`src/design/brs_pkg.sv`:
```
// Shared types and constants for the bilinear RGB sampler.
`timescale 1ns / 1ps

package brs_pkg;

   localparam logic OP_WRITE  = 1'b0;
   localparam logic OP_SAMPLE = 1'b1;

   localparam int CSR_INDEX_W = 3;
   localparam int CSR_DATA_W  = 10;

   localparam logic [CSR_INDEX_W-1:0] CSR_IMAGE_WIDTH   = 3'd0;
   localparam logic [CSR_INDEX_W-1:0] CSR_IMAGE_HEIGHT  = 3'd1;
   localparam logic [CSR_INDEX_W-1:0] CSR_NODATA_ENABLE = 3'd2;
   localparam logic [CSR_INDEX_W-1:0] CSR_NODATA_RED    = 3'd3;
   localparam logic [CSR_INDEX_W-1:0] CSR_NODATA_GREEN  = 3'd4;
   localparam logic [CSR_INDEX_W-1:0] CSR_NODATA_BLUE   = 3'd5;

   localparam logic [9:0] SIZE_RESET  = 10'd512;
   localparam logic [7:0] ALPHA_OPAQUE = 8'd255;
   localparam logic [7:0] ALPHA_CLEAR  = 8'd0;

   typedef struct packed {
      logic              op;
      logic [8:0]        write_col;
      logic [8:0]        write_row;
      logic [7:0]        write_red;
      logic [7:0]        write_green;
      logic [7:0]        write_blue;
      logic signed [23:0] sample_x;
      logic signed [23:0] sample_y;
   } req_type;

   typedef struct packed {
      logic [7:0] out_red;
      logic [7:0] out_green;
      logic [7:0] out_blue;
      logic [7:0] out_alpha;
   } rsp_type;

   typedef struct packed {
      logic [7:0] red;
      logic [7:0] green;
      logic [7:0] blue;
   } pixel_type;

   // Per-sample control carried alongside the memory read.
   typedef struct packed {
      logic       in_image;
      logic       x_odd;
      logic       y_odd;
      logic [7:0] fx;
      logic [7:0] fy;
   } smp_type;

   typedef struct packed {
      logic       enable;
      logic [7:0] red;
      logic [7:0] green;
      logic [7:0] blue;
   } nodata_type;

endpackage

```
`src/design/brs_interp.sv`:
```
// Bilinear weighting of the four neighbors and nodata alpha decision.
`timescale 1ns / 1ps

module brs_interp (
   input  logic                      clock,
   input  logic                      reset,
   input  logic                      smp_valid,
   input  brs_pkg::smp_type          smp,
   input  brs_pkg::pixel_type [3:0]  bank_data,
   input  brs_pkg::nodata_type       nodata,
   output logic                      rsp_valid,
   output brs_pkg::rsp_type          rsp_data
);

   logic [2:0][7:0]  v00, v10, v01, v11;
   logic [8:0]       wx0, wx1, wy0, wy1;
   logic [2:0][15:0] top_in, bot_in;
   logic [2:0][15:0] top_ff, bot_ff;
   logic [7:0]       fy_ff;
   logic             inside_a_ff, inside_b_ff;
   logic             valid_a_ff, valid_b_ff, rsp_valid_ff;
   logic [2:0][7:0]  ch_in, ch_ff;
   logic [24:0]      vsum;
   logic             is_nodata;
   brs_pkg::rsp_type rsp_data_ff;

   // stage A: horizontal blend of the top and bottom rows
   always_comb begin
      v00 = bank_data[{smp.y_odd, smp.x_odd}];
      v10 = bank_data[{smp.y_odd, !smp.x_odd}];
      v01 = bank_data[{!smp.y_odd, smp.x_odd}];
      v11 = bank_data[{!smp.y_odd, !smp.x_odd}];
      wx1 = {1'b0, smp.fx};
      wx0 = 9'd256 - wx1;
      for (int c = 0; c < 3; c++) begin
         top_in[c] = 16'(17'(v00[c]) * 17'(wx0) + 17'(v10[c]) * 17'(wx1));
         bot_in[c] = 16'(17'(v01[c]) * 17'(wx0) + 17'(v11[c]) * 17'(wx1));
      end
   end

   // stage B: vertical blend, Q16 truncated
   always_comb begin
      wy1 = {1'b0, fy_ff};
      wy0 = 9'd256 - wy1;
      vsum = '0;
      for (int c = 0; c < 3; c++) begin
         vsum     = 25'(top_ff[c]) * 25'(wy0) + 25'(bot_ff[c]) * 25'(wy1);
         ch_in[c] = vsum[23:16];
      end
   end

   assign is_nodata = nodata.enable && (ch_ff[2] == nodata.red) &&
                      (ch_ff[1] == nodata.green) && (ch_ff[0] == nodata.blue);

   always_ff @(posedge clock) begin
      if (reset) begin
         valid_a_ff   <= 1'b0;
         valid_b_ff   <= 1'b0;
         rsp_valid_ff <= 1'b0;
      end else begin
         valid_a_ff   <= smp_valid;
         valid_b_ff   <= valid_a_ff;
         rsp_valid_ff <= valid_b_ff;
      end
   end

   always_ff @(posedge clock) begin
      top_ff      <= top_in;
      bot_ff      <= bot_in;
      fy_ff       <= smp.fy;
      inside_a_ff <= smp.in_image;
      ch_ff       <= ch_in;
      inside_b_ff <= inside_a_ff;
      rsp_data_ff.out_red   <= ch_ff[2];
      rsp_data_ff.out_green <= ch_ff[1];
      rsp_data_ff.out_blue  <= ch_ff[0];
      rsp_data_ff.out_alpha <= (inside_b_ff && !is_nodata) ?
                               brs_pkg::ALPHA_OPAQUE : brs_pkg::ALPHA_CLEAR;
   end

   assign rsp_valid = rsp_valid_ff;
   assign rsp_data  = rsp_data_ff;

endmodule

```
`config.mk`:
```
export PLATFORM = sky130hd
export DESIGN_NAME = brs_interp
export DESIGN_NICKNAME = d
export VERILOG_FILES = /design/src/design/brs_pkg.sv /design/src/design/brs_interp.sv
export SDC_FILE = /design/constraint.sdc
export NUM_CORES = 2
export LEC_CHECK = 0
export ABC_AREA = 1
export BUFFER_PORTS_ARGS = -buffer_cell sky130_fd_sc_hd__buf_4
export CAP_MARGIN = 10
export CORE_MARGIN = 2
export CORE_UTILIZATION = 55
export DETAILED_ROUTE_END_ITERATION = 6
export PLACE_DENSITY_LB_ADDON = 0.25
export SKIP_CTS_REPAIR_TIMING = 1
export SYNTH_ARGS = -nofsm -noshare
export SYNTH_HDL_FRONTEND = slang
export SYNTH_SLANG_ARGS = --single-unit
```
`constraint.sdc`:
```
create_clock -name clock -period 22.2 [get_ports clock]
set_input_delay 6.66 -clock clock [delete_from_list [all_inputs] [get_ports clock]]
set_output_delay 6.66 -clock clock [all_outputs]
set_load 0.01 [all_outputs]
```
==> key figures <==
Worst setup path
  – Max FO, Critical Path: 44
  – CP required: 22.61 ns
  – Worst setup path startpoint: smp[8]
  – Reg2reg start: fy_ff[0]$_DFF_P_
  – Max incr delay on CP: 0.75 ns
  – Critical Path Slowest Stage Cell: inv_1
  – CP Launch Type: input pin
  – Crit. End Element: flip-flop
  – Kind of critical path: input pin to flip-flop
  – R2R depth: 25
  – Worst reg2reg setup slack: 13.73 ns
  – Arrival time worst endpoint: 14.29 ns
  – R2R Path End: ch_ff[23]$_DFF_P_
  – End point of the critical path: bot_ff[31]$_DFF_P_

Global route
  – Initial antenna violation count: 1
  – Global-route wire length before repair: 267 mm
  – Vias in the first global route: 49.6k
  – GRT Overall Usage: 30.7%
  – Total grt overflow: 0
  – Largest net degree at the start of global routing: 78

Clock tree
  – Clock sinks: 158
  – Clk_lat worst skew: 0.52 ns
  – CTS root buffer: clkbuf_16
  – Clock-pin slew on the worst setup and hold paths: 0.07 ns
  – H-tree Lvls: 4
  – TritonCTS clock tree: yes
  – Total CTS buffers: 17
  – Clock Tree Buf Depth: 2

Min path
  – Hold crit path type: flip-flop to flip-flop

Route
  – Via density: 5.19
  – WL final: 165 mm
  – DRC errors left: 0
  – DRT iter0 DRCs: 3938
  – Detail Route Antenna Nets: 0
  – Routed len/inst: 17.9 µm
  – First-pass detailed-route iteration total: 6
  – DR vias: 48.0k

STA
  – Count of final setup violators: 0
  – Worst Skew: 0.0184 ns
  – Hold slack: 0.348 ns
  – TNS Setup: 0 ns
  – Headroom to the max-slew limit: 23.7%
  – Crit share post-route: 62.5%
  – Max-slew violations: 0
  – Final critical-path required period: 13.88 ns
  – Final Hold Vio Count: 0
  – Slew @ Worst Pin: 1.11 ns
  – RSZ-0062 raised after global routing: no
  – FMAX: 72.0 MHz

Layout
  – Share of cells above drive strength 1: 5.30%
  – Commonest non-fill, non-tap cells in the layout: 2274 x inv_1, 1629 x nand2_1, 1266 x fa_1
  – Area grow syn2layout: 4.65%
  – # fillers: 10.1k
  – Commonest non-fill, non-tap cell in the layout: inv_1
  – Final nets: 9825

Place
  – Final GP Congestion: 0.945
  – Buffers on Ports: 175
  – Hpwl dp: 136 mm

Die
  – Total die area: 112000 µm²
  – Initial Util: 55.3%
  – Cell Rows: 121
  – Core area: 109000 µm²
  – # IOs: 176
  – Die height: 335 µm
  – Die span in x: 335 µm

Yosys
  – Register bit total from synthesis: 158
  – Async set-or-reset flop fraction in the synthesized netlist: 0%
  – Seq/Total Area, Yosys: 5.26%
  – Top_reg_cell synth: dfxtp_1
  – Yosys cell types: 45
  – Syn_nets: 9845
  – Synth warnings: 0
  – Synth Area per Inst: 7.68 µm²
  – Number of synthesized flops with an enable pin: 0
  – Syn Inst Count: 7837
  – Area of the mapped netlist: 60200 µm²

Status
  – Run status: completed

Run
  – Max Cap Viol: 0
[flip-flops by register name, summed over array words and instances, names as in the netlist]
| name | cells |
|---|---|
| inside_a_ff | 1 |
| inside_b_ff | 1 |
| fy_ff | 8 |
| valid_a_ff | 1 |
| valid_b_ff | 1 |
| rsp_data | 25 |
| bot_ff | 48 |
| ch_ff | 24 |
| rsp_valid | 1 |
| top_ff | 48 |
[worst max-delay path: cells and delay by family]
kind                       cells  cell delay [ns]
adders and majority gates      8             3.61
buffers and inverters         10             2.30
and+or+nand+nor               10             1.19
AOI/OAI and AO/OA              2             0.43
[cell type report]
class                   count  area (µm²)  area share, %
flip-flops and latches    158        3180           5.04
diodes                      1        2.50        0.00397
inverters                2315        8700           13.8
multi-input cells        5108       47100           74.8
clock buffers              19         454          0.721
clock inverters            12         146          0.233
well taps                1414        1770           2.81
repair buffers            217        1630           2.59
[routing by layer]
metal	up-vias	GRT usage, %	routed length (µm)
met4	2	10.4	6150
met3	294	4.98	14500
met2	2038	50.0	75800
met1	23400	41.9	68600
li1	22200	-	-
met5	-	0	20
[synth_stat cells (6+ instances only)]
cell,n,share of area [%]
xnor2_1,37,0.54
nor3_1,18,0.15
o21ai_0,116,0.96
mux2i_1,15,0.25
buf_2,43,0.36
inv_1,2275,14
nand3b_1,10,0.12
buf_1,10,0.062
xor2_1,73,1.1
buf_6,10,0.19
or2_2,27,0.28
nor2_2,13,0.14
clkbuf_2,47,0.39
o21bai_1,19,0.24
ha_1,599,12
a21o_1,8,0.10
a21boi_0,6,0.075
o21ai_1,41,0.34
a21oi_1,125,1.0
dfxtp_1,158,5.3
fa_1,1266,42
or2_1,12,0.12
o21ai_2,55,0.80
buf_4,21,0.26
nor2_1,834,5.2
clkbuf_1,125,0.78
nand4_1,33,0.34
nand3_1,134,1.1
inv_2,38,0.24
nand2_1,1630,10
[logic make-up after synthesis]
logic type | after synthesis | share of synthesized area (%)
flip-flops | 158 | 5.26
buffers and inverters | 2571 | 16.5
XOR/XNOR | 112 | 1.67
multiplexers | 18 | 0.318
AO/OA/AOI/OAI | 388 | 3.84
AND/OR/NAND/NOR | 2725 | 17.8
adder cells (fa/ha/maj) | 1865 | 54.6
[through the flow]
step                      utilization, %  cell area, µm²  worst slack, ns  instances
after detailed placement            57.4           62400             7.93       9212
after global routing                57.9           63000             7.97       9243
after floorplan                        -           60200             9.67       7837
after CTS                           57.9           63000             8.46       9243
after global placement              57.4           62400             8.16       9212
final                               57.9           63000             8.32       9244
[worst min path at each step]
| stage | from | to | cells after the start |
|---|---|---|---|
| final | inside_a_ff$_DFF_P_ | inside_b_ff$_DFF_P_ | 0 |
| after CTS | inside_a_ff$_DFF_P_ | inside_b_ff$_DFF_P_ | 0 |
| after detailed placement | inside_a_ff$_DFF_P_ | inside_b_ff$_DFF_P_ | 0 |
| after floorplan | inside_a_ff$_DFF_P_ | inside_b_ff$_DFF_P_ | 0 |
| after global placement | inside_a_ff$_DFF_P_ | inside_b_ff$_DFF_P_ | 0 |
| after global routing | inside_a_ff$_DFF_P_ | inside_b_ff$_DFF_P_ | 0 |
Power is left out: the tool's default activity adds up to more than one toggle a clock period on the data nets, which glitch-free logic cannot reach.
