$ cat config.mk
export PLATFORM = sky130hd
export DESIGN_NAME = brs_addr
export DESIGN_NICKNAME = d
export VERILOG_FILES = /design/src/design/brs_pkg.sv /design/src/design/brs_addr.sv
export SDC_FILE = /design/constraint.sdc
export NUM_CORES = 1
export LEC_CHECK = 0
export BUFFER_PORTS_ARGS = -buffer_cell sky130_fd_sc_hd__buf_2
export CORE_MARGIN = 5
export CORE_UTILIZATION = 40
export DETAILED_ROUTE_END_ITERATION = 10
export GPL_ROUTABILITY_DRIVEN = 0
export PLACE_DENSITY = 0.89
export SLEW_MARGIN = 15
export SYNTH_ARGS = -nofsm -noshare
export SYNTH_HDL_FRONTEND = slang
export SYNTH_SLANG_ARGS = --single-unit
$ cat constraint.sdc
create_clock -name vclk -period 7
set_input_delay 1.05 -clock vclk [all_inputs]
set_output_delay 1.05 -clock vclk [all_outputs]
set_load 0.01 [all_outputs]
$ cat src/design/brs_pkg.sv
// Shared types and constants for the bilinear RGB sampler.
`timescale 1ns / 1ps

package brs_pkg;

   localparam logic OP_WRITE  = 1'b0;
   localparam logic OP_SAMPLE = 1'b1;

   localparam int CSR_INDEX_W = 3;
   localparam int CSR_DATA_W  = 10;

   localparam logic [CSR_INDEX_W-1:0] CSR_IMAGE_WIDTH   = 3'd0;
   localparam logic [CSR_INDEX_W-1:0] CSR_IMAGE_HEIGHT  = 3'd1;
   localparam logic [CSR_INDEX_W-1:0] CSR_NODATA_ENABLE = 3'd2;
   localparam logic [CSR_INDEX_W-1:0] CSR_NODATA_RED    = 3'd3;
   localparam logic [CSR_INDEX_W-1:0] CSR_NODATA_GREEN  = 3'd4;
   localparam logic [CSR_INDEX_W-1:0] CSR_NODATA_BLUE   = 3'd5;

   localparam logic [9:0] SIZE_RESET  = 10'd512;
   localparam logic [7:0] ALPHA_OPAQUE = 8'd255;
   localparam logic [7:0] ALPHA_CLEAR  = 8'd0;

   typedef struct packed {
      logic              op;
      logic [8:0]        write_col;
      logic [8:0]        write_row;
      logic [7:0]        write_red;
      logic [7:0]        write_green;
      logic [7:0]        write_blue;
      logic signed [23:0] sample_x;
      logic signed [23:0] sample_y;
   } req_type;

   typedef struct packed {
      logic [7:0] out_red;
      logic [7:0] out_green;
      logic [7:0] out_blue;
      logic [7:0] out_alpha;
   } rsp_type;

   typedef struct packed {
      logic [7:0] red;
      logic [7:0] green;
      logic [7:0] blue;
   } pixel_type;

   // Per-sample control carried alongside the memory read.
   typedef struct packed {
      logic       in_image;
      logic       x_odd;
      logic       y_odd;
      logic [7:0] fx;
      logic [7:0] fy;
   } smp_type;

   typedef struct packed {
      logic       enable;
      logic [7:0] red;
      logic [7:0] green;
      logic [7:0] blue;
   } nodata_type;

endpackage

$ cat src/design/brs_addr.sv
// Coordinate clamp and four-bank address generation for writes and samples.
`timescale 1ns / 1ps

module brs_addr #(
   parameter int MAX_WIDTH  = 512,
   parameter int MAX_HEIGHT = 512
) (
   input  logic               item_valid,
   input  brs_pkg::req_type   req,
   input  logic [9:0]         image_width,
   input  logic [9:0]         image_height,
   output logic [3:0]         wr_en,
   output logic [((MAX_WIDTH + 1) / 2) * ((MAX_HEIGHT + 1) / 2) > 1 ?
                 $clog2(((MAX_WIDTH + 1) / 2) * ((MAX_HEIGHT + 1) / 2)) - 1 : 0 : 0] wr_addr,
   output logic [3:0][((MAX_WIDTH + 1) / 2) * ((MAX_HEIGHT + 1) / 2) > 1 ?
                 $clog2(((MAX_WIDTH + 1) / 2) * ((MAX_HEIGHT + 1) / 2)) - 1 : 0 : 0] rd_addr,
   output brs_pkg::smp_type   smp
);

   localparam int XW         = $clog2(MAX_WIDTH);
   localparam int YW         = $clog2(MAX_HEIGHT);
   localparam int XSW        = XW + 1;
   localparam int YSW        = YW + 1;
   localparam int XCW        = (XSW > 10) ? XSW : 10;
   localparam int YCW        = (YSW > 10) ? YSW : 10;
   localparam int HALF_W     = (MAX_WIDTH + 1) / 2;
   localparam int HALF_H     = (MAX_HEIGHT + 1) / 2;
   localparam int BANK_DEPTH = HALF_W * HALF_H;
   localparam int AW         = (BANK_DEPTH > 1) ? $clog2(BANK_DEPTH) : 1;

   logic [XCW-1:0]     w_ext;
   logic [YCW-1:0]     h_ext;
   logic [XSW-1:0]     w_sat, w_m1, w_m2;
   logic [YSW-1:0]     h_sat, h_m1, h_m2;
   logic signed [24:0] sx, sy, top_x, top_y, lim_x, lim_y, cx, cy;
   logic [XW-1:0]      x0, x_half, x_half_even;
   logic [YW-1:0]      y0, y_half, y_half_even;
   logic [XW-1:0]      wx;
   logic [YW-1:0]      wy;
   logic               in_store;
   logic [AW-1:0]      row_base [2];
   logic [AW-1:0]      col_off [2];

   always_comb begin
      // sizes saturated to [2, MAX]
      w_ext = XCW'(image_width);
      h_ext = YCW'(image_height);
      if (w_ext < XCW'(2)) begin
         w_sat = XSW'(2);
      end else if (w_ext > XCW'(MAX_WIDTH)) begin
         w_sat = XSW'(MAX_WIDTH);
      end else begin
         w_sat = XSW'(w_ext);
      end
      if (h_ext < YCW'(2)) begin
         h_sat = YSW'(2);
      end else if (h_ext > YCW'(MAX_HEIGHT)) begin
         h_sat = YSW'(MAX_HEIGHT);
      end else begin
         h_sat = YSW'(h_ext);
      end
      w_m1 = w_sat - XSW'(1);
      w_m2 = w_sat - XSW'(2);
      h_m1 = h_sat - YSW'(1);
      h_m2 = h_sat - YSW'(2);

      sx    = {req.sample_x[23], req.sample_x};
      sy    = {req.sample_y[23], req.sample_y};
      top_x = 25'({w_m2, 8'h00});
      top_y = 25'({h_m2, 8'h00});
      lim_x = 25'({w_m1, 8'h00});
      lim_y = 25'({h_m1, 8'h00});

      if (sx[24]) begin
         cx = '0;
      end else if (sx > top_x) begin
         cx = top_x;
      end else begin
         cx = sx;
      end
      if (sy[24]) begin
         cy = '0;
      end else if (sy > top_y) begin
         cy = top_y;
      end else begin
         cy = sy;
      end

      x0 = cx[8 +: XW];
      y0 = cy[8 +: YW];
      smp.in_image = !sx[24] && !sy[24] && (sx < lim_x) && (sy < lim_y);
      smp.x_odd    = x0[0];
      smp.y_odd    = y0[0];
      smp.fx       = cx[7:0];
      smp.fy       = cy[7:0];

      // corner at x0 and x0+1: one even and one odd column, likewise rows
      x_half      = x0 >> 1;
      y_half      = y0 >> 1;
      x_half_even = x_half + XW'(x0[0]);
      y_half_even = y_half + YW'(y0[0]);
      row_base[0] = AW'(y_half_even) * AW'(HALF_W);
      row_base[1] = AW'(y_half) * AW'(HALF_W);
      col_off[0]  = AW'(x_half_even);
      col_off[1]  = AW'(x_half);
      for (int b = 0; b < 4; b++) begin
         rd_addr[b] = row_base[b / 2] + col_off[b % 2];
      end

      // pixel write into bank {row parity, column parity}
      in_store = (16'(req.write_col) < 16'(MAX_WIDTH)) &&
                 (16'(req.write_row) < 16'(MAX_HEIGHT));
      wx       = XW'(req.write_col);
      wy       = YW'(req.write_row);
      wr_addr  = AW'(wy >> 1) * AW'(HALF_W) + AW'(wx >> 1);
      wr_en    = '0;
      if (item_valid && (req.op == brs_pkg::OP_WRITE) && in_store) begin
         wr_en[{wy[0], wx[0]}] = 1'b1;
      end
   end

endmodule

==> flow_summary.json <==
{
  "status": "finished, violations left",
  "violations": "negative setup slack",
  "yosysWarnings": 0,
  "syn_inst": 449,
  "seq_power_share": 0,
  "critPathCaptureType": "primary output",
  "path_max_fanout": 6,
  "drtAntennaViolNets": 0,
  "vias_per_cell": 5.85,
  "synth_compound_area_frac": 0.231,
  "antenna_found_initial": 0,
  "drt_iter0_drc": 148,
  "antennaDiodeCount": 0,
  "nClkBuffers": 0,
  "power_uw": 306,
  "regArea_um2": 0,
  "p_switching_uw": 173,
  "routedWlPerCell_um": 17.3,
  "fill_cells": 647,
  "cp_slowest_cell": "or4b_4",
  "arrival_ns": 6.01,
  "fin_nets": 774,
  "swShare": 0.564,
  "setup_slack_ns": -0.0559,
  "vdd_ir_drop_max_mv": 0.0392,
  "post-route-util": 0.586,
  "port_buffers": 159,
  "ys_types": 72,
  "relSlewSlack": 0.602,
  "num_vias": 4155,
  "power.share.clock": 0,
  "p_comb_frac": 1.000,
  "grt_pass1_wl_um": 18300,
  "drc_errors": 0,
  "final_area_um2": 4550,
  "worstPathRequired_ns": 5.95,
  "start_kind": "input pin",
  "synth-adder-area-share": 0.203,
  "place_area_um2": 4210,
  "yosys.area_share.simple": 0.329,
  "intPower_uw": 134,
  "place_hpwl_um": 9780,
  "drive_gt1_frac": 0.451,
  "setup_viol": 4,
  "yosys.area_share.xor_xnor": 0.0865,
  "seq_cell_count": 0,
  "start_util": 0.413,
  "io_pins": 215,
  "dr.pass1.iters": 5,
  "power_density_nw_per_um2": 67.2,
  "fmax_mhz": 142,
  "max_cap_viol_count": 0,
  "areaGrowthSynthToFinish_pct": 41.9,
  "layout_min_cycle_time_ns": 7.06,
  "final-hold-violation-count": 0,
  "fin_cells": 710,
  "slew_violations": 0,
  "tightest_slew_ns": 0.585,
  "synth.cell_area_um2": 3210,
  "seq_area_frac_synth": 0,
  "coreArea_um2": 7770,
  "grt_max_degree": 22,
  "finalHoldWorstSlack_ns": 2.10,
  "critPathKind": "in -> out",
  "min_path_type": "in -> out",
  "rows": 32,
  "synthMuxAreaShare": 0.0300,
  "grt_usage": 0.215,
  "synth_top_family_by_area": "simple AND/OR/NAND/NOR gates",
  "crit_path_frequent_cell": "ha_4",
  "die-area_um2": 9920,
  "grt_pass1_vias": 4017,
  "leakage_uw": 0.00224,
  "die_w_um": 99.6,
  "slowest_delay_ns": 0.56,
  "finalCritPeriodShare": 1.01,
  "grt_overflow": 0,
  "synth.avg_cell_area_um2": 7.15,
  "die_h_um": 99.6,
  "wirelength_um": 12300,
  "rsz0062_at_grt": "yes",
  "post-place-cells": 697
}
[cell type report]
type | instances | area [um2] | area share
multi-input cells | 385 | 3180 | 0.698
well taps | 102 | 128 | 0.0280
inverters | 18 | 70.1 | 0.0154
repair buffers | 205 | 1180 | 0.259
[power by group through the flow]
stage | combinational (uW) | sequential [uW] | clock, uW
2_1_floorplan | 184 | 0 | 0
3_3_place_gp | 264 | 0 | 0
3_5_place_dp | 275 | 0 | 0
4_1_cts | 279 | 0 | 0
5_1_grt | 333 | 0 | 0
6_report | 306 | 0 | 0
[kinds of logic (layout without fill, tap and decap cells)]
group / after synthesis / after routing
adders and majority gates: 52 / 52
buffers and inverters: 65 / 223
and+or+nand+nor: 192 / 192
AOI/OAI and AO/OA: 100 / 100
muxes: 9 / 9
xor gates and xnor gates: 30 / 30
other: 1 / 2
[repair_timing]
action	CTS	global route
pin swaps	7	30
gates resized for setup	5	42
hold buffers	0	0
setup buffers	1	13
endpoints found under the setup margin	11	19
[path summary, 6_finish.rpt]
kind / start / endpoint / slack (ns) / cells past startpoint
worst max-delay path: image_width[7] / rd_addr[44] / -0.06 / 29
worst min-delay path: req[78] / wr_addr[13] / 2.10 / 0
[synth_stat cells, types with 4 or more instances]
master / count / area, um2
o21a_1: 10 / 75.1
nand4_1: 10 / 62.6
nand2b_1: 11 / 68.8
mux2i_1: 6 / 60.1
nor4_1: 8 / 50.1
o21ai_0: 14 / 70.1
nor2b_1: 10 / 62.6
a21oi_1: 22 / 110
o22ai_1: 4 / 25.0
or3_1: 5 / 31.3
and2_1: 19 / 119
inv_1: 17 / 63.8
ha_1: 52 / 651
nor3_1: 15 / 75.1
buf_4: 33 / 248
xnor2_1: 17 / 149
nor2_1: 41 / 154
or4_1: 4 / 30.0
xor2_1: 11 / 96.3
clkbuf_1: 10 / 37.5
a211oi_1: 8 / 60.1
nand2_1: 35 / 131
nand3_1: 11 / 55.1
[placed cells by master, fill, tap and decap left out, types with 6 or more instances in the layout]
cell,count
ha_1,43
xor2_1,10
mux2i_1,6
nor4_1,7
xnor2_2,7
nor3_1,14
buf_6,8
ha_4,7
xnor2_1,11
nor2_1,34
a211oi_1,6
buf_4,41
buf_2,156
nor2b_1,10
a21oi_1,19
and2_1,18
nand4_1,10
nand2_1,33
nand3_1,10
inv_1,15
o21a_1,9
nand2b_1,11
o21ai_0,12
[worst max-delay path: cells and delay by family]
kind	cells	cell delay, ns
buf+inv	6	0.55
fa+ha+maj	6	1.22
compound gates	6	0.98
simple gates	9	1.95
mux	1	0.10
xor+xnor	1	0.13
[routing by layer]
metal  vias to the layer above  share of wire  GRT usage
li1                       1932              -          -
met1                      1895           0.35      0.239
met2                       271           0.50      0.410
met3                        57          0.097     0.0281
met4                         0          0.045     0.0861
met5                         -              0          0
[metrics by stage]
step           setup TNS (ns)  setup slack [ns]
4_1_cts                     0           0.00187
5_1_grt                -0.969            -0.168
6_report              -0.0967           -0.0559
2_1_floorplan           -1.28            -0.194
3_5_place_dp           -0.936            -0.203
3_3_place_gp                0            0.0166
(Power assumes the default switching activity.)
